**config.mk**
```make
export PLATFORM = sky130hd
export DESIGN_NAME = radio_command_link_retry
export DESIGN_NICKNAME = d
export VERILOG_FILES = /design/src/hw/rtl/rclr_pkg.sv /design/src/hw/rtl/rclr_frame_tx.sv /design/src/hw/rtl/radio_command_link_retry.sv
export SDC_FILE = /design/constraint.sdc
export NUM_CORES = 1
export LEC_CHECK = 0
export BUFFER_PORTS_ARGS = -buffer_cell sky130_fd_sc_hd__buf_2
export CAP_MARGIN = 0
export CORE_MARGIN = 1.5
export CORE_UTILIZATION = 30
export DETAILED_ROUTE_END_ITERATION = 6
export PLACE_DENSITY = 0.51
export SLEW_MARGIN = 20
export SYNTH_ARGS = -nofsm -noshare
export SYNTH_HDL_FRONTEND = slang
export SYNTH_SLANG_ARGS = --single-unit
```
**constraint.sdc**
```tcl
create_clock -name clk -period 5.2 [get_ports clk]
set_input_delay 1.04 -clock clk [delete_from_list [all_inputs] [get_ports clk]]
set_output_delay 1.04 -clock clk [all_outputs]
set_load 0.02 [all_outputs]
```
**src/hw/rtl/rclr_pkg.sv**
```systemverilog
// ----------------------------------------------------------------------------
// rclr_pkg
// Shared types, codes and the CRC-8 step for the command link with retry.
// ----------------------------------------------------------------------------
package rclr_pkg;

	localparam int FRAME_BYTES = 20;
	localparam int IDX_W       = $clog2(FRAME_BYTES);
	localparam logic [IDX_W-1:0] LAST_IDX = IDX_W'(FRAME_BYTES - 1);

	localparam int ELAPSED_W = 17;
	localparam logic [ELAPSED_W-1:0] ELAPSED_MAX = '1;

	// input commands
	localparam logic [1:0] CMD_NEW  = 2'd0;
	localparam logic [1:0] CMD_TICK = 2'd1;
	localparam logic [1:0] CMD_RX   = 2'd2;

	// result kinds
	localparam logic [1:0] KIND_TX     = 2'd0;
	localparam logic [1:0] KIND_STATUS = 2'd1;
	localparam logic [1:0] KIND_DONE   = 2'd2;

	// reply frame status
	localparam logic [2:0] ST_FINISHED      = 3'd0;
	localparam logic [2:0] ST_RECEIVED      = 3'd1;
	localparam logic [2:0] ST_BAD_CRC       = 3'd2;
	localparam logic [2:0] ST_WRONG_ID      = 3'd3;
	localparam logic [2:0] ST_BAD_HEADER    = 3'd4;
	localparam logic [2:0] ST_MODE_MISMATCH = 3'd5;

	// configuration register indexes
	localparam logic [1:0] REG_PEER_ID       = 2'd0;
	localparam logic [1:0] REG_FORWARD_CODE  = 2'd1;
	localparam logic [1:0] REG_BACKWARD_CODE = 2'd2;
	localparam logic [1:0] REG_RETRY_TICKS   = 2'd3;

	localparam logic [7:0] CRC_POLY    = 8'h07;
	localparam logic [7:0] SYNC_BYTE   = 8'hFF;

	// one frame byte from the transmit sequencer
	typedef struct packed {
		logic       valid;
		logic [7:0] data;
		logic       last;
	} tx_beat_t;

	// crc-8, msb first, no final xor
	function automatic logic [7:0] crc_byte(input logic [7:0] crc, input logic [7:0] b);
		logic [7:0] c;
		c = crc ^ b;
		for (int k = 0; k < 8; k++) begin
			if (c[7]) begin
				c = {c[6:0], 1'b0} ^ CRC_POLY;
			end else begin
				c = {c[6:0], 1'b0};
			end
		end
		return c;
	endfunction

endpackage

```
**src/hw/rtl/rclr_frame_tx.sv**
```systemverilog
// ----------------------------------------------------------------------------
// rclr_frame_tx
// Command frame sequencer: emits one frame byte per cycle while advance is high, CRC last.
// ----------------------------------------------------------------------------
module rclr_frame_tx import rclr_pkg::*; (
	input  logic       clk,
	input  logic       arst_n,
	input  logic       start,
	input  logic       advance,
	input  logic [7:0] saved_id,
	input  logic [7:0] saved_mode,
	input  logic [7:0] saved_count,
	output logic       active,
	output tx_beat_t   beat
);

	logic             active_q;
	logic [IDX_W-1:0] idx_q;
	logic [7:0]       crc_q;
	logic [7:0]       body;
	logic             at_last;

	assign at_last = (idx_q == LAST_IDX);

	always_comb begin
		case (idx_q)
			IDX_W'(0): body = SYNC_BYTE;
			IDX_W'(2): body = saved_id;
			IDX_W'(3): body = saved_mode;
			IDX_W'(4): body = saved_count;
			default:   body = 8'h00;
		endcase
	end

	assign active     = active_q;
	assign beat.valid = active_q;
	assign beat.data  = at_last ? crc_q : body;
	assign beat.last  = at_last;

	always_ff @(posedge clk or negedge arst_n) begin
		if (!arst_n) begin
			active_q <= 1'b0;
			idx_q    <= '0;
			crc_q    <= '0;
		end else if (start) begin
			active_q <= 1'b1;
			idx_q    <= '0;
			crc_q    <= '0;
		end else if (active_q && advance) begin
			if (at_last) begin
				active_q <= 1'b0;
			end
			idx_q <= idx_q + 1'b1;
			crc_q <= crc_byte(crc_q, body);
		end
	end

endmodule

```
**src/hw/rtl/radio_command_link_retry.sv**
```systemverilog
// ----------------------------------------------------------------------------
// radio_command_link_retry
// Framed radio command link with CRC-8, reply checking and retransmission.
// ----------------------------------------------------------------------------
//  channel   handshake              payload
//  in        in_valid / in_ready    command, target_id, move_mode, move_count, rx_byte
//  out       out_valid / out_ready  kind, tx_byte, tx_last, frame_status
//  cfg       cfg_valid / cfg_ready  cfg_index, cfg_data
//
// ticks and received bytes: one item per cycle while the output is free
// and no frame streams; a new command, or a tick that resends, starts a frame
// of FRAME_BYTES bytes: the sequencer owns the output register while it streams
// the input register holds the next item until the sequencer is done
// reset clears all control state and loads register defaults; cfg_ready is
// always high
// ----------------------------------------------------------------------------
module radio_command_link_retry import rclr_pkg::*; (
	input  logic        clk,
	input  logic        arst_n,
	input  logic        in_valid,
	output logic        in_ready,
	input  logic [1:0]  command,
	input  logic [7:0]  target_id,
	input  logic [7:0]  move_mode,
	input  logic [7:0]  move_count,
	input  logic [7:0]  rx_byte,
	output logic        out_valid,
	input  logic        out_ready,
	output logic [1:0]  kind,
	output logic [7:0]  tx_byte,
	output logic        tx_last,
	output logic [2:0]  frame_status,
	input  logic        cfg_valid,
	output logic        cfg_ready,
	input  logic [1:0]  cfg_index,
	input  logic [15:0] cfg_data
);

	// configuration
	logic [15:0] peer_id_q;
	logic [7:0]  forward_code_q;
	logic [7:0]  backward_code_q;
	logic [15:0] retry_ticks_q;

	// input register
	logic        valid_s1;
	logic [1:0]  command_s1;
	logic [7:0]  target_id_s1;
	logic [7:0]  move_mode_s1;
	logic [7:0]  move_count_s1;
	logic [7:0]  rx_byte_s1;

	// link state
	logic [7:0]           saved_id_q, saved_id_n;
	logic [7:0]           saved_mode_q, saved_mode_n;
	logic [7:0]           saved_count_q, saved_count_n;
	logic                 busy_q, busy_n;
	logic                 sent_q, sent_n;
	logic                 acked_q, acked_n;
	logic [ELAPSED_W-1:0] elapsed_q, elapsed_n, elapsed_inc;
	logic [IDX_W-1:0]     rx_index_q, rx_index_n;
	logic [7:0]           rx_crc_q, rx_crc_n;
	logic [3:0]           rx_flags_q, rx_flags_n;

	// output register
	logic       out_valid_q;
	logic [1:0] kind_q;
	logic [7:0] tx_byte_q;
	logic       tx_last_q;
	logic [2:0] status_q;

	logic       out_free;
	logic       go;
	logic       send;
	logic       res_valid;
	logic [1:0] res_kind;
	logic [2:0] res_status;
	logic       tx_active;
	tx_beat_t   beat;

	assign out_free  = !out_valid_q || out_ready;
	assign go        = valid_s1 && !tx_active && out_free;
	assign in_ready  = !valid_s1 || go;
	assign cfg_ready = 1'b1;

	always_ff @(posedge clk or negedge arst_n) begin
		if (!arst_n) begin
			peer_id_q       <= 16'd1;
			forward_code_q  <= 8'd0;
			backward_code_q <= 8'd1;
			retry_ticks_q   <= 16'd1000;
		end else if (cfg_valid) begin
			unique case (cfg_index)
				REG_PEER_ID:       peer_id_q       <= cfg_data;
				REG_FORWARD_CODE:  forward_code_q  <= cfg_data[7:0];
				REG_BACKWARD_CODE: backward_code_q <= cfg_data[7:0];
				REG_RETRY_TICKS:   retry_ticks_q   <= cfg_data;
				default: ;
			endcase
		end
	end

	always_ff @(posedge clk or negedge arst_n) begin
		if (!arst_n) begin
			valid_s1 <= 1'b0;
		end else if (in_ready) begin
			valid_s1 <= in_valid;
		end
	end

	always_ff @(posedge clk) begin
		if (in_ready && in_valid) begin
			command_s1    <= command;
			target_id_s1  <= target_id;
			move_mode_s1  <= move_mode;
			move_count_s1 <= move_count;
			rx_byte_s1    <= rx_byte;
		end
	end

	assign elapsed_inc = (elapsed_q == ELAPSED_MAX) ? elapsed_q : elapsed_q + 1'b1;

	always_comb begin
		saved_id_n    = saved_id_q;
		saved_mode_n  = saved_mode_q;
		saved_count_n = saved_count_q;
		busy_n        = busy_q;
		sent_n        = sent_q;
		acked_n       = acked_q;
		elapsed_n     = elapsed_q;
		rx_index_n    = rx_index_q;
		rx_crc_n      = rx_crc_q;
		rx_flags_n    = rx_flags_q;
		send          = 1'b0;
		res_valid     = 1'b0;
		res_kind      = KIND_TX;
		res_status    = ST_FINISHED;
		if (go) begin
			unique case (command_s1)
				CMD_NEW: begin
					saved_id_n   = target_id_s1;
					saved_mode_n = move_mode_s1;
					if (move_mode_s1 == forward_code_q || move_mode_s1 == backward_code_q) begin
						saved_count_n = move_count_s1;
					end else begin
						saved_count_n = 8'h00;
					end
					busy_n  = 1'b1;
					acked_n = 1'b0;
					send    = 1'b1;
				end
				CMD_TICK: begin
					if (busy_q) begin
						if (!sent_q) begin
							send = 1'b1;
						end else begin
							elapsed_n = elapsed_inc;
							if (elapsed_inc > {1'b0, retry_ticks_q}) begin
								sent_n = 1'b0;
								if (acked_q) begin
									busy_n    = 1'b0;
									elapsed_n = '0;
									res_valid = 1'b1;
									res_kind  = KIND_DONE;
								end
							end
						end
					end
				end
				CMD_RX: begin
					if (rx_index_q >= LAST_IDX) begin
						res_valid = 1'b1;
						res_kind  = KIND_STATUS;
						if (!rx_flags_q[0]) begin
							res_status = ST_BAD_HEADER;
						end else if (!rx_flags_q[1]) begin
							res_status = ST_WRONG_ID;
						end else if (!rx_flags_q[2]) begin
							res_status = ST_MODE_MISMATCH;
						end else begin
							// header, id and mode echoed: counts as acknowledge
							acked_n = 1'b1;
							if (rx_crc_q != rx_byte_s1) begin
								res_status = ST_BAD_CRC;
							end else if (rx_flags_q[3]) begin
								res_status = ST_FINISHED;
							end else begin
								res_status = ST_RECEIVED;
							end
						end
						rx_index_n = '0;
						rx_crc_n   = '0;
						rx_flags_n = '0;
					end else begin
						case (rx_index_q)
							IDX_W'(0): rx_flags_n = {3'b111, rx_byte_s1 == SYNC_BYTE};
							IDX_W'(1): if (rx_byte_s1 != peer_id_q[15:8]) rx_flags_n[1] = 1'b0;
							IDX_W'(2): if (rx_byte_s1 != peer_id_q[7:0]) rx_flags_n[1] = 1'b0;
							IDX_W'(3): if (rx_byte_s1 != saved_mode_q) rx_flags_n[2] = 1'b0;
							IDX_W'(4): if (rx_byte_s1 != saved_count_q) rx_flags_n[3] = 1'b0;
							default: ;
						endcase
						rx_crc_n   = crc_byte(rx_crc_q, rx_byte_s1);
						rx_index_n = rx_index_q + 1'b1;
					end
				end
				default: ;
			endcase
		end
		if (send) begin
			sent_n    = 1'b1;
			elapsed_n = '0;
		end
	end

	always_ff @(posedge clk or negedge arst_n) begin
		if (!arst_n) begin
			saved_id_q    <= '0;
			saved_mode_q  <= '0;
			saved_count_q <= '0;
			busy_q        <= 1'b0;
			sent_q        <= 1'b0;
			acked_q       <= 1'b0;
			elapsed_q     <= '0;
			rx_index_q    <= '0;
			rx_crc_q      <= '0;
			rx_flags_q    <= '0;
		end else begin
			saved_id_q    <= saved_id_n;
			saved_mode_q  <= saved_mode_n;
			saved_count_q <= saved_count_n;
			busy_q        <= busy_n;
			sent_q        <= sent_n;
			acked_q       <= acked_n;
			elapsed_q     <= elapsed_n;
			rx_index_q    <= rx_index_n;
			rx_crc_q      <= rx_crc_n;
			rx_flags_q    <= rx_flags_n;
		end
	end

	// sequencer reads saved_* after they are registered
	rclr_frame_tx u_frame_tx (
		.clk         (clk),
		.arst_n      (arst_n),
		.start       (send),
		.advance     (out_free),
		.saved_id    (saved_id_q),
		.saved_mode  (saved_mode_q),
		.saved_count (saved_count_q),
		.active      (tx_active),
		.beat        (beat)
	);

	always_ff @(posedge clk or negedge arst_n) begin
		if (!arst_n) begin
			out_valid_q <= 1'b0;
		end else if (out_free) begin
			out_valid_q <= beat.valid || res_valid;
		end
	end

	always_ff @(posedge clk) begin
		if (out_free) begin
			if (beat.valid) begin
				kind_q    <= KIND_TX;
				tx_byte_q <= beat.data;
				tx_last_q <= beat.last;
				status_q  <= ST_FINISHED;
			end else begin
				kind_q    <= res_kind;
				tx_byte_q <= 8'h00;
				tx_last_q <= 1'b0;
				status_q  <= res_status;
			end
		end
	end

	assign out_valid    = out_valid_q;
	assign kind         = kind_q;
	assign tx_byte      = tx_byte_q;
	assign tx_last      = tx_last_q;
	assign frame_status = status_q;

endmodule

```
==> out/results.ini <==
[status]
status=completed

[setup_path]
r2r_cells=14
cp_max_fo=9
critPathMaxStageDelay_ns=0.61
cp_data_required_time_ns=5.39
critPathSlowestCell=a2111oi_0
cp_cell_sequence=ha_1, and4_1, nor2b_1, nand3_1, nand3_1, xnor2_1, ha_1, a22o_1, o41ai_1, a21oi_1, a2111oi_0, o21ai_0, nand4_1, nor2_1
timing.rr.end=kind[1]$_SDFFCE_PP0N_
critPathTopFamily=compound AO/OA/AOI/OAI gates
path_buf_inv=0
critPathLaunchType=register
cp.arrival_ns=4.64
worstSetupStartpoint=elapsed_q[0]$_DFFE_PN0P_
cp.depth=14
reg2reg_setup_slack_ns=0.75
cp-end-kind=register
timing.rr.start=elapsed_q[0]$_DFFE_PN0P_
critPathKind=register to register
critPathCapture=kind[1]$_SDFFCE_PP0N_

[global_route]
track_usage=0.140
grt_start_max_net_pins=67
grt_pass1_wl_mm=32.5
overflow=0
grt_pass1_vias=5868
grt_antenna_before_repair=0

[timing]
slew_violations=0
tns_ns=0
post-route-min-period_ns=4.45
slew_headroom=0.387
fmax_mhz=225
skew_ns=0.0153
worst_pin_slew_ns=0.916
period_share=0.856
hold_viol_final=0
timing.final.ws_setup_ns=0.749
fin_hold_ws_ns=0.467
rsz0062_at_grt=false
setup-violations-final=0

[final_layout]
syn_to_final_growth_pct=15.8
drive_gt1_frac=0.238
register_area_sq_mm=0.00458
fin_util=0.351
multi_input_area_sq_mm=0.00388
antenna_cells=0
nNetsFinal=911
nFillCells=2853

[route]
routed_wl_mm=20.2
drtAntennaViolNets=0
wl_per_cell_microns=16.5
drc=0
drtPass1Iterations=4
vias_per_cell=4.70
dr.first_iter.drc_count=273
via_count=5741

[flow_run]
maxCapViolations=0

[floorplanning]
initial_core_util=0.304
dieArea_sq_mm=0.0300
die_x_microns=173
core-area_sq_mm=0.0286
num_io_pins=74
rows=62
die_h_microns=173

[synthesis]
ys.flop_type=dfrtp_1
ys_ff_latch=173
synth_nets=840
netlist_area_sq_mm=0.00869
synth_edf_count=48
syn_area_per_cell_sq_um=11.5
synth.most_common_cell=dfrtp_1
synth_cell_type_count=62
synth.top_cell.area_share=0.337
async_flop_share=0.723
ys_top_cells_by_count=117 x dfrtp_1, 80 x nand2_1, 66 x mux2_2
synth_seq_area_share=0.527
syn_inst=753
synth_area_leader_cell=dfrtp_1
synthTopCellsByArea=dfrtp_1 34%, edfxtp_1 17%, mux2_2 8.6%
yosys_warnings=0

[clock_network]
cts-htree-levels=4
clockBufferDepth=2
worstSkewPairLatency_ns=0.44
cts_tree=done
cts-resized-gates=0
cts_hold_buf=0
clock-sinks=173
cts_buffers=17
cts_root_buf=clkbuf_16
post_cts_buffers=0
cts.clk_slew.worst_paths_ns=0.07

[power_and_ir_drop]
p_sw_uw=1840
cell_internal_pwr_uw=3290
peakVddDrop_uv=241
clkPwrFrac=0.246
powerDensity_mw_per_mm2=510
swShare=0.360
pwr-share-comb=0.348
seq_power_share=0.406
power_leakage_uw=0.00431

[placed_design]
pre_cts_slack_ns=0.787
gp_congestion=0.776
post-dp-hpwl_mm=14.8
io_buffers=72

[worst_hold_path]
hold_path.class=register to register

layout by cell type, fill, tap and decap left out, types with 15 or more instances in the layout:
cell type / netlist / final
a21oi_1: 25 / 25
mux2_2: 66 / 66
ha_1: 30 / 30
nand2_1: 80 / 80
buf_2: 0 / 71
o21ai_0: 32 / 32
dfrtp_1: 117 / 117
nand4_1: 15 / 15
nand3_1: 21 / 21
xnor2_1: 48 / 48
xor2_1: 48 / 48
edfxtp_1: 48 / 48
clkbuf_16: 0 / 17
inv_1: 32 / 32
nor2_1: 27 / 27
per-layer routing:
metal | share of wire | GRT usage | routed length, microns
met1 | 0.48 | 0.192 | 9750
met5 | 0 | 0 | 0
met2 | 0.48 | 0.224 | 9620
met3 | 0.029 | 0.0266 | 589
met4 | 0.011 | 0.0413 | 227
flip-flops by register name (all words and copies together) (netlist names), 2 cells and up:
signal,count
backward_code_q,8
command_s1,2
elapsed_q,17
forward_code_q,8
frame_status,3
kind,2
move_count_s1,8
move_mode_s1,8
peer_id_q,16
retry_ticks_q,16
rx_byte_s1,8
rx_crc_q,8
rx_flags_q,4
rx_index_q,5
saved_count_q,8
saved_id_q,8
saved_mode_q,8
target_id_s1,8
tx_byte,8
u_frame_tx.crc_q,8
u_frame_tx.idx_q,5
area by class of cell:
class	count	share of cell area
sequential	173	0.455
multi-input combinational	522	0.386
tap	384	0.0478
clock buffer	20	0.0454
timing repair buffer	77	0.0410
inverter	33	0.0123
clock inverter	12	0.0121
cell families (layout without fill, tap and decap cells):
group / after synthesis / after routing / synth area share
buffers and inverters: 58 / 142 / 0.0272
flip-flops: 173 / 173 / 0.527
adder cells (fa/ha/maj): 30 / 30 / 0.0432
AND/OR/NAND/NOR: 205 / 205 / 0.120
multiplexers: 66 / 66 / 0.0855
other: 1 / 1 / 0.000432
AO/OA/AOI/OAI: 119 / 119 / 0.0886
XOR/XNOR: 101 / 101 / 0.108
power groups by stage:
stage	Sequential, uW	Combinational, uW	Clock [uW]
finish	2080	1780	1260
CTS	2090	1810	1290
global route	2130	2000	1350
detailed placement	2110	1800	0
global placement	2110	1780	0
floorplan	2040	1440	0
metrics by stage:
stage               power (uW)  std cells  area (sq um)
global placement          3890       1189          9480
detailed placement        3910       1189          9480
CTS                       5190       1221         10100
floorplan                 3480        753          8690
finish                    5130       1221         10100
global route              5480       1221         10100
worst min-delay path by stage:
stage                     depth (start not counted)                            to  slack (ns)                       start
after global placement                            1  saved_count_q[0]$_DFFE_PN0P_        0.45  move_count_s1[0]$_DFFE_PP_
after global routing                              1  saved_count_q[5]$_DFFE_PN0P_        0.48  move_count_s1[5]$_DFFE_PP_
after detailed placement                          1  saved_count_q[5]$_DFFE_PN0P_        0.45  move_count_s1[5]$_DFFE_PP_
after floorplan                                   1  saved_count_q[0]$_DFFE_PN0P_        0.44  move_count_s1[0]$_DFFE_PP_
after CTS                                         1  saved_count_q[5]$_DFFE_PN0P_        0.46  move_count_s1[5]$_DFFE_PP_
final                                             1  saved_count_q[5]$_DFFE_PN0P_        0.47  move_count_s1[5]$_DFFE_PP_
(Power assumes the default switching activity.)
